--- src/design/tlb_fl_pkg.sv ---
`default_nettype none
// ----------------------------------------------------------------------------
// tlb_fl_pkg
// Shared types and constants for the fully associative TLB with FIFO / LRU
// replacement: beat structs, item kinds, register indexes and sequencer states.
// ----------------------------------------------------------------------------
package tlb_fl_pkg;

  localparam int TLB_MAX_ENTRIES = 16;
  localparam int STAMP_W         = 32;
  localparam int CFG_DATA_W      = 5;

  typedef enum logic [1:0] {
    KIND_LOOKUP = 2'd0,
    KIND_FILL   = 2'd1,
    KIND_FLUSH  = 2'd2
  } tlb_kind_t;

  typedef enum logic [0:0] {
    CFG_ENTRIES_IN_USE = 1'b0,
    CFG_REPLACE_POLICY = 1'b1
  } cfg_reg_t;

  typedef enum logic [0:0] {
    POLICY_FIFO = 1'b0,
    POLICY_LRU  = 1'b1
  } policy_t;

  typedef enum logic [1:0] {
    ST_IDLE,
    ST_SCAN,
    ST_FILL,
    ST_DONE
  } tlb_state_t;

  typedef struct packed {
    logic [1:0]  kind;
    logic [15:0] proc_id;
    logic [7:0]  segment_num;
    logic [9:0]  page_num;
    logic [15:0] frame_in;
  } tlb_in_t;

  typedef struct packed {
    logic        hit;
    logic [15:0] frame_out;
    logic [3:0]  slot;
    logic [4:0]  removed_count;
  } tlb_out_t;

  typedef struct packed {
    logic [15:0]        proc_id;
    logic [7:0]         segment_num;
    logic [9:0]         page_num;
    logic [15:0]        frame;
    logic [STAMP_W-1:0] stamp;
  } tlb_entry_t;

endpackage

`default_nettype wire

--- src/design/tlb_fifo_lru_replacement_top.sv ---
`default_nettype none
// ----------------------------------------------------------------------------
// tlb_fifo_lru_replacement_top
// Fully associative TLB: lookup, fill with FIFO or LRU victim, per-process
// flush with compaction. One entry RAM, one compare path, small sequencer.
// ----------------------------------------------------------------------------
// channel   signals                         direction  beat taken when
// item      start, busy, item               in         start && !busy
// result    done, result                    out        done (one cycle)
// config    cfg_valid, cfg_ready,           in         cfg_valid && cfg_ready
//           cfg_index, cfg_data
//
// Lookup and flush walk the valid entries one per cycle through the entry RAM
// read port (registered read); a lookup hit ends the walk early. A fill with
// room or FIFO victim goes from ST_FILL (write) to ST_DONE; an LRU fill first
// walks the valid entries in ST_SCAN to pick the victim.
// busy stays high from accept through the result cycle. Reset clears control
// state only; no RAM clearing pass. The receiver cannot stall.
// ----------------------------------------------------------------------------
module tlb_fifo_lru_replacement_top
  import tlb_fl_pkg::*;
#(
  parameter int MAX_ENTRIES = TLB_MAX_ENTRIES
) (
  input  wire logic                  clk,
  input  wire logic                  rst,
  input  wire logic                  start,
  output logic                       busy,
  input  wire tlb_in_t               item,
  output logic                       done,
  output tlb_out_t                   result,
  input  wire logic                  cfg_valid,
  output logic                       cfg_ready,
  input  wire logic [0:0]            cfg_index,
  input  wire logic [CFG_DATA_W-1:0] cfg_data
);

  localparam int IDX_W = (MAX_ENTRIES > 1) ? $clog2(MAX_ENTRIES) : 1;
  localparam int CNT_W = $clog2(MAX_ENTRIES + 1);
  localparam int CAP_W = (CNT_W > CFG_DATA_W) ? CNT_W : CFG_DATA_W;

  // entry RAM
  tlb_entry_t mem [MAX_ENTRIES];
  tlb_entry_t rdata;
  logic [IDX_W-1:0] raddr;
  logic             mem_we;
  logic [IDX_W-1:0] mem_waddr;
  tlb_entry_t       mem_wdata;

  always_ff @(posedge clk) begin
    if (mem_we) begin
      mem[mem_waddr] <= mem_wdata;
    end
    rdata <= mem[raddr];
  end

  // config registers
  logic [CFG_DATA_W-1:0] entries_in_use;
  logic                  replace_policy;

  assign cfg_ready = 1'b1;

  always_ff @(posedge clk) begin
    if (rst) begin
      entries_in_use <= CFG_DATA_W'(16);
      replace_policy <= POLICY_FIFO;
    end else if (cfg_valid && cfg_ready) begin
      case (cfg_index)
        CFG_ENTRIES_IN_USE: entries_in_use <= cfg_data;
        CFG_REPLACE_POLICY: replace_policy <= cfg_data[0];
        default: ;
      endcase
    end
  end

  // sequencer registers
  tlb_state_t         state, state_next;
  tlb_in_t            req, req_next;
  tlb_out_t           res, res_next;
  logic [CNT_W-1:0]   rd_idx, rd_idx_next;
  logic               chk_v, chk_v_next;
  logic [IDX_W-1:0]   chk_idx, chk_idx_next;
  logic [CNT_W-1:0]   kept, kept_next;
  logic [CNT_W-1:0]   removed, removed_next;
  logic [IDX_W-1:0]   best_idx, best_idx_next;
  logic [STAMP_W-1:0] best_stamp, best_stamp_next;
  logic [IDX_W-1:0]   wr_slot, wr_slot_next;
  logic [CNT_W-1:0]   entry_count, entry_count_next;
  logic [IDX_W-1:0]   fifo_pointer, fifo_pointer_next;
  logic [STAMP_W-1:0] stamp_counter, stamp_counter_next;

  always_ff @(posedge clk) begin
    if (rst) begin
      state         <= ST_IDLE;
      chk_v         <= 1'b0;
      entry_count   <= '0;
      fifo_pointer  <= '0;
      stamp_counter <= '0;
    end else begin
      state         <= state_next;
      chk_v         <= chk_v_next;
      entry_count   <= entry_count_next;
      fifo_pointer  <= fifo_pointer_next;
      stamp_counter <= stamp_counter_next;
    end
  end

  always_ff @(posedge clk) begin
    req        <= req_next;
    res        <= res_next;
    rd_idx     <= rd_idx_next;
    chk_idx    <= chk_idx_next;
    kept       <= kept_next;
    removed    <= removed_next;
    best_idx   <= best_idx_next;
    best_stamp <= best_stamp_next;
    wr_slot    <= wr_slot_next;
  end

  // capacity and FIFO victim
  logic [CAP_W-1:0] cap;
  logic [IDX_W-1:0] fifo_slot;
  logic [CAP_W-1:0] fifo_inc;

  always_comb begin
    if (CAP_W'(entries_in_use) > CAP_W'(MAX_ENTRIES)) begin
      cap = CAP_W'(MAX_ENTRIES);
    end else begin
      cap = CAP_W'(entries_in_use);
    end
    fifo_slot = (CAP_W'(fifo_pointer) < cap) ? fifo_pointer : '0;
    fifo_inc  = CAP_W'(fifo_slot) + CAP_W'(1);
  end

  logic issuing;
  logic scan_end;
  logic key_match;

  assign issuing   = (state == ST_SCAN) && (rd_idx < entry_count);
  assign scan_end  = (state == ST_SCAN) && !issuing && !chk_v;
  assign raddr     = issuing ? rd_idx[IDX_W-1:0] : '0;
  assign key_match = (rdata.proc_id == req.proc_id) &&
                     (rdata.segment_num == req.segment_num) &&
                     (rdata.page_num == req.page_num);

  always_comb begin
    state_next         = state;
    req_next           = req;
    res_next           = res;
    rd_idx_next        = issuing ? rd_idx + CNT_W'(1) : rd_idx;
    chk_v_next         = issuing;
    chk_idx_next       = rd_idx[IDX_W-1:0];
    kept_next          = kept;
    removed_next       = removed;
    best_idx_next      = best_idx;
    best_stamp_next    = best_stamp;
    wr_slot_next       = wr_slot;
    entry_count_next   = entry_count;
    fifo_pointer_next  = fifo_pointer;
    stamp_counter_next = stamp_counter;
    mem_we             = 1'b0;
    mem_waddr          = wr_slot;
    mem_wdata          = rdata;

    case (state)
      ST_IDLE: begin
        if (start) begin
          req_next     = item;
          res_next     = '0;
          rd_idx_next  = '0;
          chk_v_next   = 1'b0;
          kept_next    = '0;
          removed_next = '0;
          case (item.kind)
            KIND_LOOKUP, KIND_FLUSH: state_next = ST_SCAN;
            KIND_FILL: begin
              if (cap == '0) begin
                state_next = ST_DONE;
              end else if (CAP_W'(entry_count) < cap) begin
                wr_slot_next     = entry_count[IDX_W-1:0];
                entry_count_next = entry_count + CNT_W'(1);
                state_next       = ST_FILL;
              end else if (replace_policy == POLICY_FIFO) begin
                wr_slot_next      = fifo_slot;
                fifo_pointer_next = (fifo_inc >= cap) ? '0 : fifo_inc[IDX_W-1:0];
                state_next        = ST_FILL;
              end else begin
                state_next = ST_SCAN;
              end
            end
            default: state_next = ST_DONE;
          endcase
        end
      end

      ST_SCAN: begin
        case (req.kind)
          KIND_LOOKUP: begin
            if (chk_v && key_match) begin
              stamp_counter_next = stamp_counter + STAMP_W'(1);
              mem_we             = 1'b1;
              mem_waddr          = chk_idx;
              mem_wdata.stamp    = stamp_counter + STAMP_W'(1);
              res_next.hit       = 1'b1;
              res_next.frame_out = rdata.frame;
              res_next.slot      = 4'(chk_idx);
              state_next         = ST_DONE;
            end else if (scan_end) begin
              state_next = ST_DONE;
            end
          end
          KIND_FLUSH: begin
            if (chk_v) begin
              if (rdata.proc_id == req.proc_id) begin
                removed_next = removed + CNT_W'(1);
              end else begin
                // compaction: kept never passes the read pointer
                if (kept != CNT_W'(chk_idx)) begin
                  mem_we    = 1'b1;
                  mem_waddr = kept[IDX_W-1:0];
                end
                kept_next = kept + CNT_W'(1);
              end
            end
            if (scan_end) begin
              entry_count_next       = kept;
              res_next.removed_count = 5'(removed);
              state_next             = ST_DONE;
            end
          end
          default: begin
            // LRU victim: first entry with the smallest stamp
            if (chk_v && ((chk_idx == '0) || (rdata.stamp < best_stamp))) begin
              best_idx_next   = chk_idx;
              best_stamp_next = rdata.stamp;
            end
            if (scan_end) begin
              wr_slot_next = best_idx;
              state_next   = ST_FILL;
            end
          end
        endcase
      end

      ST_FILL: begin
        mem_we                = 1'b1;
        mem_waddr             = wr_slot;
        mem_wdata.proc_id     = req.proc_id;
        mem_wdata.segment_num = req.segment_num;
        mem_wdata.page_num    = req.page_num;
        mem_wdata.frame       = req.frame_in;
        mem_wdata.stamp       = stamp_counter;
        stamp_counter_next    = stamp_counter + STAMP_W'(1);
        res_next.slot         = 4'(wr_slot);
        state_next            = ST_DONE;
      end

      ST_DONE: begin
        state_next = ST_IDLE;
      end

      default: begin
        state_next = ST_IDLE;
      end
    endcase
  end

  assign busy   = (state != ST_IDLE);
  assign done   = (state == ST_DONE);
  assign result = res;

endmodule

`default_nettype wire
--- config.mk ---
export PLATFORM = sky130hd
export DESIGN_NAME = tlb_fifo_lru_replacement_top
export DESIGN_NICKNAME = d
export VERILOG_FILES = /design/src/design/tlb_fl_pkg.sv /design/src/design/tlb_fifo_lru_replacement_top.sv
export SDC_FILE = /design/constraint.sdc
export NUM_CORES = 2
export LEC_CHECK = 0
export ABC_AREA = 0
export BUFFER_PORTS_ARGS = -buffer_cell sky130_fd_sc_hd__buf_2
export CAP_MARGIN = 0
export CORE_ASPECT_RATIO = 0.7
export CORE_MARGIN = 8
export CORE_UTILIZATION = 40
export DETAILED_ROUTE_END_ITERATION = 7
export HOLD_SLACK_MARGIN = 0.1
export PLACE_DENSITY = 0.55
export SYNTH_ARGS = -nofsm -noshare
export SYNTH_HDL_FRONTEND = slang
export SYNTH_SLANG_ARGS = --single-unit
--- constraint.sdc ---
create_clock -name clk -period 11.7 [get_ports clk]
set_input_delay 2.34 -clock clk [delete_from_list [all_inputs] [get_ports clk]]
set_output_delay 2.34 -clock clk [all_outputs]
set_load 0.03 [all_outputs]
==> flow_summary.yaml <==
status:
  status: "completed"
grt:
  grt_max_degree: 157
  grt_pass1_vias: 32045
  grt_use_total: 0.183
  grt-ovfl-total: 0
  antenna_found_initial: 4
  grt_pass1_wl_um: 224000
synth:
  ys.flop_type: "edfxtp_1"
  syn_area_per_cell_um2: 19.6
  ys_top_cells_by_area: "edfxtp_1, mux4_2, dfxtp_1, a22oi_1, ha_1"
  async_flop_share: 0
  yosys_warnings: 0
  synth.distinct_cells: 70
  synth_top_cell_by_area: "edfxtp_1"
  yosys.area.top_type_share: 0.707
  synth_nets: 3245
  synth_edf_count: 1440
  ys_ff_latch: 1581
  synth_area_um2: 61200
  synth_cells: 3125
  ys_seq_area_frac: 0.753
route:
  routed_wl_um: 154000
  vias: 31125
  remaining_drc_errors: 0
  wire_per_inst_um: 28.3
  ant_nets: 0
  firstDrtPassIters: 5
  drtIter0Drc: 2953
  vias_per_cell: 5.73
clock_network:
  cts_tree: "done"
  postCtsSetupRepairBufs: 0
  cts_inserted_buffers: 153
  h-tree-depth: 4
  cts.sinks: 1581
  clockBufferDepth: 3
  clk_latency_ns: 0.80
  post_cts_resize_count: 0
  path_clk_slew_ns: 0.07
  clockRootBuffer: "clkbuf_16"
  hold_buffers: 0
critical_path:
  rr_startpoint: "state[1]"
  critical_path_arrival_ns: 6.41
  cp.required_ns: 12.37
  r2r_setup_slack_ns: 5.96
  critPathLaunchType: "flip-flop"
  crit_type: "flip-flop to flip-flop"
  cp-end-kind: "flip-flop"
  crit_fanout: 91
  reg2reg_depth: 12
  r2r-end: "rdata[15]"
floorplanning:
  die_w_um: 483
  fp.dieArea_um2: 166000
  ioPinCount: 91
  rows: 120
  die_h_um: 343
  core_area_um2: 152000
  start_util: 0.401
power:
  peakVddDrop_mv: 0.127
  powerDensity_nw_per_um2: 198
  p_leak_nw: 22.1
timing:
  worst_pin_slew_ns: 1.17
  fin_ws_ns: 5.96
  timing.fmax_ghz: 0.174
  finalCritPeriodShare: 0.491
  fin_crit_ns: 5.74
  grt_setup_unrepaired: "false"
  hold_violations: 0
  finClkSkew_ns: 0.0436
  slew_headroom: 0.219
  tns_ns: 0
  whs_ns: 0.456
  drv_slew: 0
  final-setup-viol-count: 0
placed_design:
  gp_congestion: 0.799
  portBuffers: 89
  dp_hpwl_um: 81800
  preCtsSetupSlack_ns: 5.89
min_path:
  hold_path_class: "flip-flop to flip-flop"
  holdPathStages: 0
  min_to: "chk_idx[1]"
  min-delay-start: "rd_idx[1]"
layout:
  final_core_util: 0.456
  syn_to_final_growth_pct: 13.7
  nNetsFinal: 3403
  drive_above_1_share: 0.240
run:
  drv_cap: 0
[kinds of logic (layout without fill, tap and decap cells)]
| family | after synthesis | in the layout | share of synthesized area |
|---|---|---|---|
| AOI/OAI and AO/OA | 389 | 389 | 0.0447 |
| adders and majority gates | 58 | 58 | 0.0119 |
| other | 1 | 2 | 0.0000613 |
| DFF | 1581 | 1581 | 0.753 |
| buffers and inverters | 220 | 509 | 0.0142 |
| xor gates and xnor gates | 59 | 59 | 0.00845 |
| muxes | 385 | 385 | 0.131 |
| and+or+nand+nor | 432 | 432 | 0.0366 |
[how the worst max path moves through the flow]
stage,start,depth (start not counted),to
after floorplan,req[20],8,mem[11][0]
after global placement,state[1],12,rdata[4]
after detailed placement,state[1],12,rdata[15]
after CTS,state[1],12,rdata[15]
after global routing,state[1],12,rdata[15]
final,state[1],12,rdata[15]
[routing by layer]
layer	up-vias	wire length, um	share of wire	GRT usage
li1	13148	-	-	-
met1	16756	68400	0.45	0.259
met2	1005	73300	0.48	0.296
met3	216	8850	0.058	0.0302
met4	0	3010	0.020	0.0450
met5	-	0	0	0
[layout by cell type, fill, tap and decap left out, drive strengths merged, types with 52 or more instances in the layout]
cell type and instances:
buf 162, dfxtp 141, nor2 61, mux2 52, mux4 328, inv 66
a21oi 53, edfxtp 1440, ha 58, clkbuf 210, nand2 147, o21ai 56
a22oi 170
[synthesized netlist by cell type, types with 6 or more instances]
library cell  count
a22oi_1         170
nor2b_1          14
a221o_1          21
mux4_2          328
nand3_1          33
mux2_2           52
xor2_1           49
nand2_1         147
o21ai_0          51
or3_1            29
a21o_1           31
buf_1            17
nor4b_1           7
clkbuf_1        132
nand4_1          14
inv_1            60
ha_1             58
nor2_1           61
a21oi_1          53
nor3_1           25
and3_1           10
edfxtp_1       1440
and2_1           33
a31oi_1           6
a211oi_1          8
xnor2_1          10
nor4_1           17
o211ai_1         12
dfxtp_1         141
[per-stage QoR]
| stage | area [um2] | cells | power [mW] |
|---|---|---|---|
| floorplan | 61200 | 3125 | 8.09 |
| global placement | 64300 | 5141 | 8.68 |
| detailed placement | 64300 | 5141 | 8.76 |
| CTS | 69500 | 5427 | 13.9 |
| global route | 69500 | 5427 | 14.2 |
| finish | 69500 | 5428 | 13.8 |
[report_power, final]
group	internal, mW	switching, mW	total, mW
Combinational	0.384	1.22	1.60
Clock	2.98	2.15	5.13
Sequential	6.90	0.128	7.03
[final cells by class]
cell class	count	area [um2]
clock buffers	210	4280
well taps	2013	2520
inverters	61	229
fillers	12638	82900
repair buffers	162	1030
diodes	1	2.50
clock inverters	76	977
multi-input cells	1324	14400
flip-flops and latches	1581	46100
[worst max-delay path: stages (launching register included)]
cell	delay [ns]
dfxtp_1	0.38
inv_1	0.11
ha_2	0.81
buf_4	0.44
nor3b_1	0.23
o211ai_1	0.18
nand2_1	0.32
ha_4	0.58
buf_12	0.56
buf_4	0.82
mux4_2	0.60
a22oi_1	0.21
nand2_1	0.10
[state kept, by name (all words and copies together) (netlist names)]
name	cells
best_idx	4
best_stamp	32
chk_idx	4
chk_v	1
entries_in_use	5
entry_count	5
fifo_pointer	4
kept	5
mem	1312
rd_idx	5
rdata	82
removed	5
replace_policy	1
req	52
result	26
stamp_counter	32
state	2
wr_slot	4
Power figures use the tool's default switching activity.
